**src/hw/rtl/lmc_pkg.sv**
```systemverilog
// Shared types, constants, mode tables and helper functions for the light mode controller.
package lmc_pkg;

	localparam int MODE_COUNT           = 20;
	localparam int SOLID_COUNT          = 6;
	localparam int FIRST_PRIMARY_HIDDEN = 16;
	localparam int CFG_IDX_W            = 3;

	localparam logic [7:0] PATTERN_CODE_LOW = 8'd245;
	localparam logic [7:0] TURBO_CODE       = 8'd255;
	localparam logic [3:0] LOW_COUNT_MAX    = 4'd15;

	// Mode after a turbo step-down from a hidden mode, and after a low-voltage one.
	localparam logic [4:0] TURBO_HIDDEN_MODE = 5'd4;
	localparam logic [4:0] LV_HIDDEN_MODE    = 5'd2;

	typedef logic [4:0] mode_t;

	typedef enum logic {
		CMD_POWER_UP = 1'b0,
		CMD_TICK     = 1'b1
	} cmd_t;

	typedef enum logic [CFG_IDX_W-1:0] {
		CFG_SHORT_THR    = 3'd0,
		CFG_MEDIUM_THR   = 3'd1,
		CFG_TURBO_TICKS  = 3'd2,
		CFG_TURBO_MIN    = 3'd3,
		CFG_LV_THR       = 3'd4,
		CFG_LOW_NEEDED   = 3'd5
	} cfg_idx_t;

	localparam logic [7:0] MAIN_CODE [MODE_COUNT] = '{
		8'd0,   8'd0,   8'd3,   8'd33,  8'd110, 8'd255,
		8'd253, 8'd252, 8'd251, 8'd254, 8'd247, 8'd250, 8'd249, 8'd248, 8'd246, 8'd245,
		8'd254, 8'd249, 8'd251, 8'd255
	};

	localparam logic [7:0] ALT_CODE [MODE_COUNT] = '{
		8'd3, 8'd20, 8'd150, 8'd255, 8'd255, 8'd0,
		8'd0, 8'd0,  8'd0,   8'd0,   8'd0,   8'd0, 8'd0, 8'd0, 8'd0, 8'd6,
		8'd10, 8'd11, 8'd6, 8'd0
	};

	localparam logic FAST_CODE [MODE_COUNT] = '{
		1'b0, 1'b1, 1'b1, 1'b1, 1'b1, 1'b0,
		1'b0, 1'b0, 1'b0, 1'b0, 1'b0, 1'b0, 1'b0, 1'b0, 1'b0, 1'b0,
		1'b0, 1'b0, 1'b0, 1'b0
	};

	typedef struct packed {
		logic [7:0] short_press_threshold;
		logic [7:0] medium_press_threshold;
		logic [7:0] turbo_timeout_ticks;
		logic [7:0] turbo_min_level;
		logic [7:0] low_voltage_threshold;
		logic [3:0] low_samples_needed;
	} cfg_t;

	typedef struct packed {
		logic       cmd;
		logic [7:0] cap_value;
		logic       stored_found;
		logic [7:0] stored_mode;
		logic       voltage_valid;
		logic [7:0] voltage_sample;
	} item_t;

	typedef struct packed {
		mode_t      mode_index;
		logic [7:0] main_level;
		logic [7:0] alt_level;
		logic       fast_pwm;
		logic [3:0] pattern;
		logic       save_request;
		logic       shutdown;
	} result_t;

	function automatic mode_t safe_mode(input logic [7:0] m);
		return (m < 8'(MODE_COUNT)) ? m[4:0] : '0;
	endfunction

	function automatic logic is_pattern(input logic [7:0] code);
		return (code >= PATTERN_CODE_LOW) && (code != TURBO_CODE);
	endfunction

	// Short press: next mode, wrap solid modes, hidden loops jump via the alt table.
	function automatic mode_t short_press_mode(input mode_t m);
		mode_t n;
		n = m + 5'd1;
		if (n == 5'(SOLID_COUNT))
			return '0;
		if (n >= 5'(FIRST_PRIMARY_HIDDEN))
			return safe_mode(ALT_CODE[m]);
		return n;
	endfunction

	// Medium press: previous mode, with hidden-mode loops.
	function automatic mode_t medium_press_mode(input mode_t m);
		if (m == 5'(FIRST_PRIMARY_HIDDEN))
			return '0;
		if (m == 5'(SOLID_COUNT))
			return 5'(FIRST_PRIMARY_HIDDEN - 1);
		if (m != '0)
			return m - 5'd1;
		return 5'(MODE_COUNT - 1);
	endfunction

endpackage

```
**src/hw/rtl/lmc_ifs.sv**
```systemverilog
// Handshake channel interfaces: input items, result items and configuration writes.
interface lmc_item_if;
	logic       valid;
	logic       ready;
	logic       cmd;
	logic [7:0] cap_value;
	logic       stored_found;
	logic [7:0] stored_mode;
	logic       voltage_valid;
	logic [7:0] voltage_sample;

	modport source (
		output valid, cmd, cap_value, stored_found, stored_mode, voltage_valid, voltage_sample,
		input  ready
	);
	modport sink (
		input  valid, cmd, cap_value, stored_found, stored_mode, voltage_valid, voltage_sample,
		output ready
	);
endinterface

interface lmc_result_if;
	logic       valid;
	logic       ready;
	logic [4:0] mode_index;
	logic [7:0] main_level;
	logic [7:0] alt_level;
	logic       fast_pwm;
	logic [3:0] pattern;
	logic       save_request;
	logic       shutdown;

	modport source (
		output valid, mode_index, main_level, alt_level, fast_pwm, pattern, save_request,
			shutdown,
		input  ready
	);
	modport sink (
		input  valid, mode_index, main_level, alt_level, fast_pwm, pattern, save_request,
			shutdown,
		output ready
	);
endinterface

interface lmc_cfg_if;
	logic                           valid;
	logic                           ready;
	logic [lmc_pkg::CFG_IDX_W-1:0] index;
	logic [7:0]                     wdata;

	modport source (output valid, index, wdata, input ready);
	modport sink (input valid, index, wdata, output ready);
endinterface

```
**src/hw/rtl/lmc_cfg_regs.sv**
```systemverilog
// Configuration register file for the light mode controller.
module lmc_cfg_regs (
	input  logic                           clk,
	input  logic                           arst_n,
	input  logic                           wr_valid,
	output logic                           wr_ready,
	input  logic [lmc_pkg::CFG_IDX_W-1:0] wr_index,
	input  logic [7:0]                     wr_data,
	output lmc_pkg::cfg_t                  cfg
);
	import lmc_pkg::*;

	cfg_t cfg_q;

	assign wr_ready = 1'b1;
	assign cfg      = cfg_q;

	always_ff @(posedge clk or negedge arst_n) begin
		if (!arst_n) begin
			cfg_q.short_press_threshold  <= 8'd250;
			cfg_q.medium_press_threshold <= 8'd190;
			cfg_q.turbo_timeout_ticks    <= 8'd30;
			cfg_q.turbo_min_level        <= 8'd100;
			cfg_q.low_voltage_threshold  <= 8'd116;
			cfg_q.low_samples_needed     <= 4'd8;
		end else if (wr_valid) begin
			case (cfg_idx_t'(wr_index))
				CFG_SHORT_THR:   cfg_q.short_press_threshold  <= wr_data;
				CFG_MEDIUM_THR:  cfg_q.medium_press_threshold <= wr_data;
				CFG_TURBO_TICKS: cfg_q.turbo_timeout_ticks    <= wr_data;
				CFG_TURBO_MIN:   cfg_q.turbo_min_level        <= wr_data;
				CFG_LV_THR:      cfg_q.low_voltage_threshold  <= wr_data;
				CFG_LOW_NEEDED:  cfg_q.low_samples_needed     <= wr_data[3:0];
				default: ;
			endcase
		end
	end

endmodule

```
**src/hw/rtl/lmc_core.sv**
```systemverilog
// Mode state registers, next-mode logic and result decode for one item.
module lmc_core (
	input  logic             clk,
	input  logic             arst_n,
	input  lmc_pkg::cfg_t    cfg,
	input  lmc_pkg::item_t   item,
	input  logic             advance,
	output lmc_pkg::result_t res
);
	import lmc_pkg::*;

	mode_t      mode_q;
	logic [7:0] turbo_q;
	logic [3:0] low_q;
	logic       halted_q;

	mode_t      mode_d;
	logic [7:0] turbo_d;
	logic [3:0] low_d;
	logic       halted_d;
	logic       save;
	logic       off;

	mode_t      base_mode;
	mode_t      step_mode;
	logic [7:0] cur_code;
	logic [7:0] tick_cnt;
	logic [3:0] low_cnt;
	logic [3:0] need;
	logic [7:0] out_code;
	logic [7:0] pat_diff;

	always_comb begin
		mode_d    = mode_q;
		turbo_d   = turbo_q;
		low_d     = low_q;
		halted_d  = halted_q;
		save      = 1'b0;
		off       = 1'b0;
		base_mode = item.stored_found ? safe_mode(item.stored_mode) : '0;
		step_mode = mode_q;
		cur_code  = MAIN_CODE[mode_q];
		tick_cnt  = turbo_q + 8'd1;
		low_cnt   = low_q;
		need      = (cfg.low_samples_needed == 4'd0) ? 4'd1 : cfg.low_samples_needed;

		if (item.cmd == CMD_POWER_UP) begin
			if (item.cap_value > cfg.short_press_threshold)
				mode_d = short_press_mode(base_mode);
			else if (item.cap_value > cfg.medium_press_threshold)
				mode_d = medium_press_mode(base_mode);
			else
				mode_d = '0;
			turbo_d  = '0;
			low_d    = '0;
			halted_d = 1'b0;
			save     = 1'b1;
		end else if (halted_q) begin
			off = 1'b1;
		end else begin
			// Turbo step-down, non-pattern modes only
			if (!is_pattern(cur_code)) begin
				if (tick_cnt > cfg.turbo_timeout_ticks && cur_code >= cfg.turbo_min_level) begin
					if (mode_q >= 5'(SOLID_COUNT))
						step_mode = TURBO_HIDDEN_MODE;
					else if (mode_q != '0)
						step_mode = mode_q - 5'd1;
					tick_cnt = '0;
					save     = 1'b1;
				end
				turbo_d = tick_cnt;
			end

			// Low-voltage step-down
			if (item.voltage_valid) begin
				if (item.voltage_sample < cfg.low_voltage_threshold)
					low_cnt = (low_q == LOW_COUNT_MAX) ? low_q : low_q + 4'd1;
				else
					low_cnt = '0;
				if (low_cnt >= need) begin
					low_cnt = '0;
					if (step_mode >= 5'(SOLID_COUNT)) begin
						step_mode = LV_HIDDEN_MODE;
						save      = 1'b1;
					end else if (step_mode != '0) begin
						step_mode = step_mode - 5'd1;
						save      = 1'b1;
					end else begin
						halted_d = 1'b1;
						off      = 1'b1;
						save     = 1'b0;
					end
				end
				low_d = low_cnt;
			end
			mode_d = step_mode;
		end
	end

	// Result decode from the updated mode
	always_comb begin
		out_code         = MAIN_CODE[mode_d];
		pat_diff         = TURBO_CODE - out_code;
		res.mode_index   = mode_d;
		res.main_level   = '0;
		res.alt_level    = '0;
		res.fast_pwm     = 1'b0;
		res.pattern      = '0;
		res.save_request = save;
		res.shutdown     = off;
		if (!off) begin
			if (is_pattern(out_code)) begin
				res.pattern = pat_diff[3:0];
			end else begin
				res.main_level = out_code;
				res.alt_level  = ALT_CODE[mode_d];
				res.fast_pwm   = (out_code == 8'd0 && ALT_CODE[mode_d] == 8'd0) ?
					1'b0 : FAST_CODE[mode_d];
			end
		end
	end

	always_ff @(posedge clk or negedge arst_n) begin
		if (!arst_n) begin
			mode_q   <= '0;
			turbo_q  <= '0;
			low_q    <= '0;
			halted_q <= 1'b0;
		end else if (advance) begin
			mode_q   <= mode_d;
			turbo_q  <= turbo_d;
			low_q    <= low_d;
			halted_q <= halted_d;
		end
	end

endmodule

```
**src/hw/rtl/light_mode_controller.sv**
```systemverilog
// Top level of the two-channel light mode controller.
// Each transaction on the item channel is either a power-up event or a half-second tick,
// and produces exactly one result transaction with the mode, channel levels, PWM kind,
// blink pattern, save request and shutdown flag. The block sustains one transaction per
// clock while the result side keeps up: the input register holds an item, and in the cycle it
// moves to the result register the mode state updates, so the next item already sees it.
// An accepted item is held in the input register, then in the result register. The result
// register frees the input side from a stalled consumer: a new item is taken while a finished
// result still waits, as long as the input register can drain. Configuration writes are taken
// in any cycle, but must only be issued while no item is in flight.
module light_mode_controller (
	input  logic          clk,
	input  logic          arst_n,
	lmc_item_if.sink      item,
	lmc_result_if.source  result,
	lmc_cfg_if.sink       cfg
);
	import lmc_pkg::*;

	cfg_t    cfg_regs;
	item_t   item_s1;
	logic    valid_s1;
	result_t res_d;
	result_t res_q;
	logic    res_valid_q;
	logic    advance;

	// Move the held item on when the result register is empty or being drained.
	assign advance    = valid_s1 && (!res_valid_q || result.ready);
	assign item.ready = !valid_s1 || advance;

	lmc_cfg_regs u_cfg (
		.clk      (clk),
		.arst_n   (arst_n),
		.wr_valid (cfg.valid),
		.wr_ready (cfg.ready),
		.wr_index (cfg.index),
		.wr_data  (cfg.wdata),
		.cfg      (cfg_regs)
	);

	lmc_core u_core (
		.clk     (clk),
		.arst_n  (arst_n),
		.cfg     (cfg_regs),
		.item    (item_s1),
		.advance (advance),
		.res     (res_d)
	);

	// Input register: capture on each accepted transaction
	always_ff @(posedge clk or negedge arst_n) begin
		if (!arst_n) begin
			valid_s1 <= 1'b0;
		end else if (item.ready) begin
			valid_s1 <= item.valid;
		end
	end

	always_ff @(posedge clk) begin
		if (item.valid && item.ready) begin
			item_s1.cmd            <= item.cmd;
			item_s1.cap_value      <= item.cap_value;
			item_s1.stored_found   <= item.stored_found;
			item_s1.stored_mode    <= item.stored_mode;
			item_s1.voltage_valid  <= item.voltage_valid;
			item_s1.voltage_sample <= item.voltage_sample;
		end
	end

	// Result register: load when the core advances, drop valid once taken
	always_ff @(posedge clk or negedge arst_n) begin
		if (!arst_n) begin
			res_valid_q <= 1'b0;
		end else if (advance) begin
			res_valid_q <= 1'b1;
		end else if (result.ready) begin
			res_valid_q <= 1'b0;
		end
	end

	always_ff @(posedge clk) begin
		if (advance) begin
			res_q <= res_d;
		end
	end

	assign result.valid        = res_valid_q;
	assign result.mode_index   = res_q.mode_index;
	assign result.main_level   = res_q.main_level;
	assign result.alt_level    = res_q.alt_level;
	assign result.fast_pwm     = res_q.fast_pwm;
	assign result.pattern      = res_q.pattern;
	assign result.save_request = res_q.save_request;
	assign result.shutdown     = res_q.shutdown;

endmodule
```
**src/flat_wrapper.sv**
```systemverilog
// flat-port wrapper written by rule: the top's interface ports become plain ports
module light_mode_controller_flat import lmc_pkg::*;
  (clk, arst_n, item_valid, item_cmd, item_cap_value, item_stored_found, item_stored_mode, item_voltage_valid, item_voltage_sample, item_ready, result_valid, result_mode_index, result_main_level, result_alt_level, result_fast_pwm, result_pattern, result_save_request, result_shutdown, result_ready, cfg_valid, cfg_index, cfg_wdata, cfg_ready);
  lmc_item_if item_i ();
  lmc_result_if result_i ();
  lmc_cfg_if cfg_i ();
  input  logic clk;
  input  logic arst_n;
  input wire logic [$bits(item_i.valid)-1:0] item_valid;
  input wire logic [$bits(item_i.cmd)-1:0] item_cmd;
  input wire logic [$bits(item_i.cap_value)-1:0] item_cap_value;
  input wire logic [$bits(item_i.stored_found)-1:0] item_stored_found;
  input wire logic [$bits(item_i.stored_mode)-1:0] item_stored_mode;
  input wire logic [$bits(item_i.voltage_valid)-1:0] item_voltage_valid;
  input wire logic [$bits(item_i.voltage_sample)-1:0] item_voltage_sample;
  output wire logic [$bits(item_i.ready)-1:0] item_ready;
  output wire logic [$bits(result_i.valid)-1:0] result_valid;
  output wire logic [$bits(result_i.mode_index)-1:0] result_mode_index;
  output wire logic [$bits(result_i.main_level)-1:0] result_main_level;
  output wire logic [$bits(result_i.alt_level)-1:0] result_alt_level;
  output wire logic [$bits(result_i.fast_pwm)-1:0] result_fast_pwm;
  output wire logic [$bits(result_i.pattern)-1:0] result_pattern;
  output wire logic [$bits(result_i.save_request)-1:0] result_save_request;
  output wire logic [$bits(result_i.shutdown)-1:0] result_shutdown;
  input wire logic [$bits(result_i.ready)-1:0] result_ready;
  input wire logic [$bits(cfg_i.valid)-1:0] cfg_valid;
  input wire logic [$bits(cfg_i.index)-1:0] cfg_index;
  input wire logic [$bits(cfg_i.wdata)-1:0] cfg_wdata;
  output wire logic [$bits(cfg_i.ready)-1:0] cfg_ready;
  assign item_i.valid = item_valid;
  assign item_i.cmd = item_cmd;
  assign item_i.cap_value = item_cap_value;
  assign item_i.stored_found = item_stored_found;
  assign item_i.stored_mode = item_stored_mode;
  assign item_i.voltage_valid = item_voltage_valid;
  assign item_i.voltage_sample = item_voltage_sample;
  assign item_ready = item_i.ready;
  assign result_valid = result_i.valid;
  assign result_mode_index = result_i.mode_index;
  assign result_main_level = result_i.main_level;
  assign result_alt_level = result_i.alt_level;
  assign result_fast_pwm = result_i.fast_pwm;
  assign result_pattern = result_i.pattern;
  assign result_save_request = result_i.save_request;
  assign result_shutdown = result_i.shutdown;
  assign result_i.ready = result_ready;
  assign cfg_i.valid = cfg_valid;
  assign cfg_i.index = cfg_index;
  assign cfg_i.wdata = cfg_wdata;
  assign cfg_ready = cfg_i.ready;
  light_mode_controller u_core (.clk(clk), .arst_n(arst_n), .item(item_i), .result(result_i), .cfg(cfg_i));
endmodule
```
**config.mk**
```make
export PLATFORM = sky130hd
export DESIGN_NAME = light_mode_controller_flat
export DESIGN_NICKNAME = d
export VERILOG_FILES = /design/src/hw/rtl/lmc_pkg.sv /design/src/hw/rtl/lmc_ifs.sv /design/src/hw/rtl/lmc_cfg_regs.sv /design/src/hw/rtl/lmc_core.sv /design/src/hw/rtl/light_mode_controller.sv /design/src/flat_wrapper.sv
export SDC_FILE = /design/constraint.sdc
export NUM_CORES = 1
export LEC_CHECK = 0
export BUFFER_PORTS_ARGS = -buffer_cell sky130_fd_sc_hd__buf_2
export CORE_ASPECT_RATIO = 1.75
export CORE_MARGIN = 2
export CORE_UTILIZATION = 60
export DETAILED_ROUTE_END_ITERATION = 10
export HOLD_SLACK_MARGIN = 0.02
export PLACE_DENSITY = 0.82
export SYNTH_ARGS = -nofsm -noshare
export SYNTH_HDL_FRONTEND = slang
export SYNTH_HIERARCHICAL = 1
export SYNTH_SLANG_ARGS = --single-unit
```
**constraint.sdc**
```tcl
create_clock -name clk -period 8.2 [get_ports clk]
set_input_delay 0.41 -clock clk [delete_from_list [all_inputs] [get_ports clk]]
set_output_delay 0.41 -clock clk [all_outputs]
set_load 0.005 [all_outputs]
```
### After elaboration in Yosys (flattened, before gate mapping)

Memory sizes are Yosys's and may differ from the RTL's. A register that Yosys moved wholly into a read port is not among the register bits.
Cells that the tools add are included.

* input port bits: 43
* word-level logic and storage cells: 185
* ROM bits: 1056
* register bits: 118
* memories kept: 5

Memories
* (no name shown): words 32, width 8, rd ports 1, clocked after memory_dff 0, wr ports 0, RTL line lmc_core.sv:117 `res.fast_pwm = (out_code == 8'd0 && ALT_CODE[mode_d] == 8'd0) ?`
* (no name shown): words 32, width 8, rd ports 1, clocked after memory_dff 0, wr ports 0, RTL line lmc_core.sv:102 `out_code = MAIN_CODE[mode_d];`
* (no name shown): words 32, width 8, rd ports 1, clocked after memory_dff 0, wr ports 0, RTL line lmc_pkg.sv:94 `return safe_mode(ALT_CODE[m]);`
* (no name shown): words 32, width 8, rd ports 1, clocked after memory_dff 0, wr ports 0, RTL line lmc_core.sv:42 `cur_code = MAIN_CODE[mode_q];`
* (no name shown): words 32, width 1, rd ports 1, clocked after memory_dff 1, wr ports 0, RTL line lmc_core.sv:118 `1'b0 : FAST_CODE[mode_d];`

* muxes and demuxes: 86
* bitwise operators: 4
* reduce and logical (&&, ||, !) cells: 29
* $add $sub $neg: 7
* equality and inequality tests: 14
* magnitude comparators: 16

Operators with widths (number)
* $mux W5: 27
* $mux W8: 12
* $mux W4: 10
* $mux W1: 37
* $gt A8 B8 Y1: 3
* $ge A6 B6 Y1 const B: 3
* $not A5 Y6: 3
* $ge A8 B8 Y1 const B: 2
* $logic_not A8 Y1: 2
* $lt A8 B5 Y1 const B: 2
* $ne A8 B8 Y1 const B: 2
* $reduce_bool A5 Y1: 3
* $sub A5 B1 Y5 const B: 3
* $reduce_and A2 Y1: 6
* $eq A5 B3 Y1 const B: 2
* $ge A5 B3 Y1 const B: 2
* $add A8 B1 Y8 const B: 1
* $ge A8 B8 Y1: 1
* $lt A8 B8 Y1: 1
* $eq A3 B2 Y1 const B: 2
* $eq A3 B3 Y1 const B: 2
* $logic_and A1 B1 Y1: 6
* $ne A2 B2 Y1 const B: 3
* $reduce_and A3 Y1: 2
* 16 further kinds: 19

### Longest topological paths before layout

Gate-level depths: netlist of the first run.

* depth after elaboration: 31
* gate-level depth with buffers: 33
* gate-level depth less buffers: 29

### Modules after synthesis

The synthesis of the first run kept the hierarchy.

Modules (own cells, without submodules)
* lmc_core: cells an instance 602, area an instance 4384.2 um^2, instances 1
* light_mode_controller: cells an instance 63, area an instance 1755.4 um^2, instances 1
* lmc_cfg_regs: cells an instance 99, area an instance 1735.4 um^2, instances 1

### Least setup slack after synthesis of the first run

OpenSTA, ideal clock, no wires.

* path type: register -> register
* start: register u_core.u_core.mode_q[0]
* end: register u_core.res_q (netlist bit u_core/result.main_level[7]), data pin
* buffers on the path: 2
* period minus slack after synthesis: 6.605 ns
* slack: 1.595 ns
* cell stages (with the launch flop): 30
* setup time: 0.251 ns
* data arrival time: 6.353 ns
* path through: dfrtp_1 inv_1 ha_1 and2b_1 o21a_1 or2_2 ha_1 or4_1 a21oi_1 o31a_1 nor3_2 and3_1 or2_2 inv_1 ha_1 nand2_1 a2111oi_0 a311oi_1 mux2_2 a21oi_2 inv_1 ha_1 or3_1 a211oi_1 a2111o_1 a211o_1 o31a_1 buf_6 a21oi_2 buf_4

RTL lines
* start: declaration: RTL line lmc_core.sv:12 `mode_t mode_q;`
* start signal: assignment: RTL line lmc_core.sv:130 `mode_q <= mode_d;`
* end signal: assignment: RTL line light_mode_controller.sv:84 `res_q <= res_d;`
* end: declaration: RTL line light_mode_controller.sv:24 `result_t res_q;`

==> impl_metrics.ini, run 1 <==
[run_status]
outcome = complete, no violations

[clock_network]
tritoncts = built
root_buffer = clkbuf_16
cts_buffers = 17
clkTransAtPathRegs_ps = 60
clock_sinks = 119
hold_buffers = 0
insertion_delay_ps = 420
cts.path.max_buffers = 2
htree_levels = 4

[floorplanning]
die_h_um = 156
rows = 55
io_pins = 74
initial_core_util_pct = 61.2
core_area_um2 = 12900
dieArea_um2 = 14100
die_w_um = 90.6

[yosys]
synth-xor-area-share_pct = 0.779
yosys.area_share.simple_pct = 15.3
synth_enable_flop_cells = 55
syn-num-nets = 874
yosysSeqAreaShare_pct = 41.7
ys.flop_type = edfxtp_1
synth_area_leaders = edfxtp_1 (21%), dfrtp_1 (13%), ha_1 (11%), dfstp_2 (8.0%), mux2_2 (6.7%)
synth-compound-area-share_pct = 18.2
synthTopCellsByCount = ha_1 (67), inv_1 (62), nand2_1 (58)
synth_most_common_cell = ha_1
synthMuxAreaShare_pct = 7.48
async_flop_share_pct = 53.8
ys_warn_count = 6
synth.distinct_cells = 86
synth_adder_area_share_pct = 10.6
avgSynthCellArea_um2 = 10.3
synth_top_area_share_pct = 21.0
syn_inst = 764
yosysTopAreaCell = edfxtp_1
synthesis.area_um2 = 7880
synth_top_family_by_area = compound AO/OA/AOI/OAI gates
ys_seq_elements = 119

[global_routing]
grt_pass1_wl_um = 31600
grt_pass1_vias = 6480
grt_use_total_pct = 28.8
grt_antenna_before_repair = 0
grt_max_degree = 65
overflow = 0

[routing]
drtAntennaViolNets = 0
vias_per_cell = 6.35
vias = 6410
drt_pass1_iterations = 6
wire_per_inst_um = 19.5
wl_um = 19700
drcViolationCount = 0
first_iter_violations = 495

[place]
dp.cells = 977
hpwlAfterDp_um = 14200
placedInstanceArea_um2 = 8290
gp_congestion = 0.948
io_buffers = 72

[final_layout]
syn_to_final_growth_pct = 12.1
num_antenna_cells = 0
num-nets-final = 935
layoutNonFillerInstCount = 1009
drive_gt1_share_pct = 26.6
register_area_um2 = 3280
multi_input_area_um2 = 4140
fillers = 962
stdcell_area_um2 = 8830

[power]
p_per_area_nw_per_um2 = 322
total_power_mw = 2.85
total_leakage_power_nw = 3.86
peakVddDrop_uv = 233

[critical_path]
rrSetupSlack_ps = 690
r2r_end = u_core/result.alt_level[1]$_DFFE_PP_
reg2reg_depth = 27
cp.required_ps = 8350
cp-start-kind = flip-flop
r2r_start = u_core/u_core/mode_q[0]$_DFFE_PN0P_
cp.arrival_ps = 7660
crit_start = u_core/u_core/mode_q[0]$_DFFE_PN0P_
critPathCaptureType = flip-flop
crit_fanout = 13
critPathKind = flip-flop to flip-flop

[timing]
fin_hold_ws_ps = 159
hold_viol = 0
finClkSkew_ps = 11.3
report.final.slew_viol_count = 0
fin_setup_tns_ps = 0
relSlewSlack_pct = 34.9
tightest_slew_ps = 976
finalCriticalPeriod_ps = 7510
timing.final.crit_share_pct = 91.6
rsz0062_at_grt = no
max_freq_mhz = 133
setup_viol = 0

[flow_run]
drv_cap = 0

[hold_path]
hold_path.class = primary input to asynchronous set/reset pin
==> worst max-delay path: stages (launching register included) <==
cell	delay, ps
dfrtp_1	480
inv_1	250
ha_1	280
and2b_1	240
o21a_1	230
or2_2	310
ha_1	210
or4_1	480
a21oi_1	190
o31a_1	270
nor3_2	120
and3_1	180
or2_2	300
inv_1	90
ha_1	210
nand2_1	100
a2111oi_0	360
a311oi_1	130
mux2_2	340
a21oi_4	360
inv_1	180
ha_1	390
or3_1	400
a211oi_1	200
a2111o_1	290
a211o_1	150
o31a_2	350
a211oi_1	120
==> stage by stage <==
stage | util (%) | setup slack, ps
CTS | 68.5 | 498
global placement | 64.4 | 869
floorplan | - | 1600
global route | 68.6 | 143
detailed placement | 64.4 | 573
finish | 68.6 | 686
==> repair_timing <==
item / 4_1_cts / 5_1_grt
endpoints found under the setup margin: 0 / 14
gates resized for setup: 0 / 2
setup buffers: 0 / 0
==> power by group <==
part / switching (mW) / internal [mW]
Combinational: 0.769 / 0.506
Clock: 0.281 / 0.387
Sequential: 0.105 / 0.799
==> cell families after synthesis <==
group | count (synthesis)
AOI/OAI and AO/OA | 195
and+or+nand+nor | 219
muxes | 53
other | 1
xor gates and xnor gates | 7
buffers and inverters | 103
adders and majority gates | 67
DFF | 119
==> worst max path at each step <==
stage	end	slack, ps	depth (start not counted)
4_1_cts	u_core/result.alt_level[1]$_DFFE_PP_	500	27
2_1_floorplan	u_core/result.main_level[7]$_DFFE_PP_	1600	29
3_3_place_gp	u_core/result.alt_level[1]$_DFFE_PP_	870	27
5_1_grt	u_core/result.alt_level[1]$_DFFE_PP_	140	27
6_report	u_core/result.alt_level[1]$_DFFE_PP_	690	27
3_5_place_dp	u_core/result.alt_level[3]$_DFFE_PP_	570	27
==> flip-flops by register name, indices dropped and copies added, names as in the netlist, 4 cells and up <==
register                  count
u_core/u_core/low_q           4
u_core/u_core/turbo_q         8
u_core/result.main_level      8
u_core/u_core/mode_q          5
u_core/u_cfg/cfg             44
u_core/result.mode_index      5
u_core/result.pattern         4
u_core/item_s1               27
u_core/result.alt_level       8
==> area by class of cell <==
type / instances / area share, %
repair buffers: 78 / 4.59
clock inverters: 14 / 1.19
inverters: 67 / 2.85
flip-flops and latches: 119 / 37.2
well taps: 171 / 2.42
clock buffers: 18 / 4.86
multi-input cells: 542 / 46.9
==> placed cells by master, fill, tap and decap left out, types with 34 or more instances in the layout <==
cell and instances:
a21oi_1 34, nand2_1 58, ha_1 67, edfxtp_1 55, o21ai_0 41, buf_2 72
inv_1 62, mux2_2 47, dfrtp_1 40, nor2_1 37
==> routing by layer <==
| layer | vias up | track usage, % | share of wire [%] |
|---|---|---|---|
| met2 | 311 | 53.0 | 54 |
| li1 | 2929 | - | - |
| met1 | 3064 | 29.4 | 34 |
| met5 | - | 0 | 0 |
| met4 | 0 | 19.4 | 6.8 |
| met3 | 106 | 5.12 | 5.0 |
(Power assumes the default switching activity.)
==> run 2, diff against run 1 <==
- PLACE_DENSITY: 0.82 -> 0.88
==> run 2 against run 1 <==
Effect of this change: routed wire length fell by 2.2%; total power increased by 4.1%; clock power is 20% higher; combinational power about the same; critical endpoint is now u_core/result.alt_level[3]$_DFFE_PP_; critical path depth is 1 higher; register-to-register slack worse by 60 ps; highest routed layer unchanged.
==> impl_metrics.ini, run 2 (synthesis gave the netlist of run 1 again) <==
[critical_path]
slowest_delay_ps = 750
cp.arrival_ps = 7720
critPathCaptureType = flip-flop
cp.required_ps = 8340
crit_top_cell = ha_1
critPathSlowestCell = a41oi_2
critPathKind = flip-flop to flip-flop
cp-start-kind = flip-flop
crit_fanout = 15

[final_layout]
num-nets-final = 935
multi_input_area_um2 = 4140
final_common_cell = buf_2
num_antenna_cells = 0
largest_reg_flops = 44
register_area_um2 = 3280
fillers = 909
syn_to_final_growth_pct = 13.4
stdcell_area_um2 = 8930
drive_gt1_share_pct = 26.7
final_cell_mix = buf_2 (72), ha_1 (67), inv_1 (62), nand2_1 (58), edfxtp_1 (55)

[timing]
relSlewSlack_pct = 38.2
report.final.slew_viol_count = 0
rsz0062_at_grt = no
setup_viol = 0
fin_setup_tns_ps = 0
hold_viol = 0
tightest_slew_ps = 903
finClkSkew_ps = 8.39
max_freq_mhz = 132
timing.final.crit_share_pct = 92.4
finalCriticalPeriod_ps = 7580

[routing]
drcViolationCount = 0
wl_met3_um = 924
drtAntennaViolNets = 0
met1_length_um = 6740
wl_um = 19300
wire_per_inst_um = 19.1
vias = 6397
top_layer_used = met4
vias_per_cell = 6.34
drt_pass1_iterations = 5
first_iter_violations = 603
wl_met2_um = 10500

[clock_network]
clkTransAtPathRegs_ps = 60
clock_sinks = 119
htree_levels = 4
tritoncts = built
cts_buffers = 17
cts_setup_buffers = 0
insertion_delay_ps = 420
cts.path.max_buffers = 2
root_buffer = clkbuf_16

[global_routing]
grt_max_degree = 65
grt_pass1_wl_um = 31500
grt_use_total_pct = 28.5
grt_antenna_before_repair = 0
grt_pass1_vias = 6435
overflow = 0

[hold_path]
hold_path.class = primary input to asynchronous set/reset pin

[floorplanning]
initial_core_util_pct = 61.2
io_pins = 74
die_h_um = 156
die_w_um = 90.6
dieArea_um2 = 14100
core_area_um2 = 12900
rows = 55

[power]
peakVddDrop_uv = 271
total_leakage_power_nw = 3.91
p_per_area_nw_per_um2 = 332
total_power_mw = 2.96

[flow_run]
drv_cap = 0

[place]
gp_congestion = 1.00
hpwlAfterDp_um = 13200
io_buffers = 72
placedInstanceArea_um2 = 8290

[run_status]
outcome = complete, no violations
-- run 2: changes by cell type in the layout (fill, tap and decap cells not counted) --
cell / change
inv_6: +5
clkinv_2: -2
bufinv_16: +3
inv_8: +1
clkbuf_1: -1
inv_4: -1
clkinvlp_4: -2
clkbuf_16: +1
clkinv_4: -4
-- run 2: per-layer routing --
metal | track usage, % | vias up
met2 | 52.7 | 293
met5 | 0 | -
li1 | - | 2928
met4 | 19.0 | 0
met1 | 29.1 | 3092
met3 | 4.78 | 84
-- run 2: path summary, 6_finish.rpt --
| check | startpoint | endpoint | slack (ps) | cells past startpoint |
|---|---|---|---|---|
| hold / removal | arst_n | u_core/u_cfg/cfg[11]$_DFFE_PN0P_ | 160 | 2 |
| setup reg to reg | u_core/u_core/mode_q[1]$_DFFE_PN0P_ | u_core/result.alt_level[3]$_DFFE_PP_ | 620 | 28 |
| setup / recovery | u_core/u_core/mode_q[1]$_DFFE_PN0P_ | u_core/result.alt_level[3]$_DFFE_PP_ | 620 | 28 |
| hold reg to reg | u_core/u_cfg/cfg[7]$_DFFE_PN0P_ | u_core/u_cfg/cfg[7]$_DFFE_PN0P_ | 510 | 1 |
| max in group asynchronous | arst_n | u_core/u_cfg/cfg[26]$_DFFE_PN0P_ | 7470 | 2 |
| min in group clk | item_voltage_sample[7] | u_core/item_s1[7]$_DFFE_PP_ | 160 | 1 |
-- run 2: timing repair --
item	in CTS	in global routing
hold buffers	0	0
setup endpoints to repair	0	14
gates resized for setup	0	2
-- run 2: final cells by class --
type                            count  share of cell area [%]
Timing Repair Buffer               78                    4.54
Tap cell                          171                    2.40
Clock buffer                       18                    5.04
Sequential cell                   119                    36.8
Clock inverter                     14                    2.06
Multi-Input combinational cell    542                    46.4
Inverter                           67                    2.82
-- run 2: where the power goes --
group | switching (mW) | leakage (nW) | internal (mW)
sequential | 0.104 | 1.29 | 0.799
clock | 0.298 | 0.310 | 0.505
combinational | 0.761 | 2.31 | 0.499
-- run 2: metrics by stage --
stage          setup slack (ps)  hold WS, ps  utilization, %  cells
2_1_floorplan              1600          114               -    764
3_3_place_gp                876          488            64.4    977
3_5_place_dp                624          496            64.4    977
4_1_cts                     486          152            69.3   1009
5_1_grt                    81.6          148            69.4   1009
6_report                    622          160            69.4   1009
-- run 2: worst max-delay path: cells and delay by family, from the launching register on --
| kind | cells | cell delay [ps] |
|---|---|---|
| multiplexers | 1 | 340 |
| flip-flops | 1 | 620 |
| AO/OA/AOI/OAI | 13 | 3190 |
| AND/OR/NAND/NOR | 6 | 1460 |
| adder cells (fa/ha/maj) | 4 | 1190 |
| buffers and inverters | 4 | 510 |
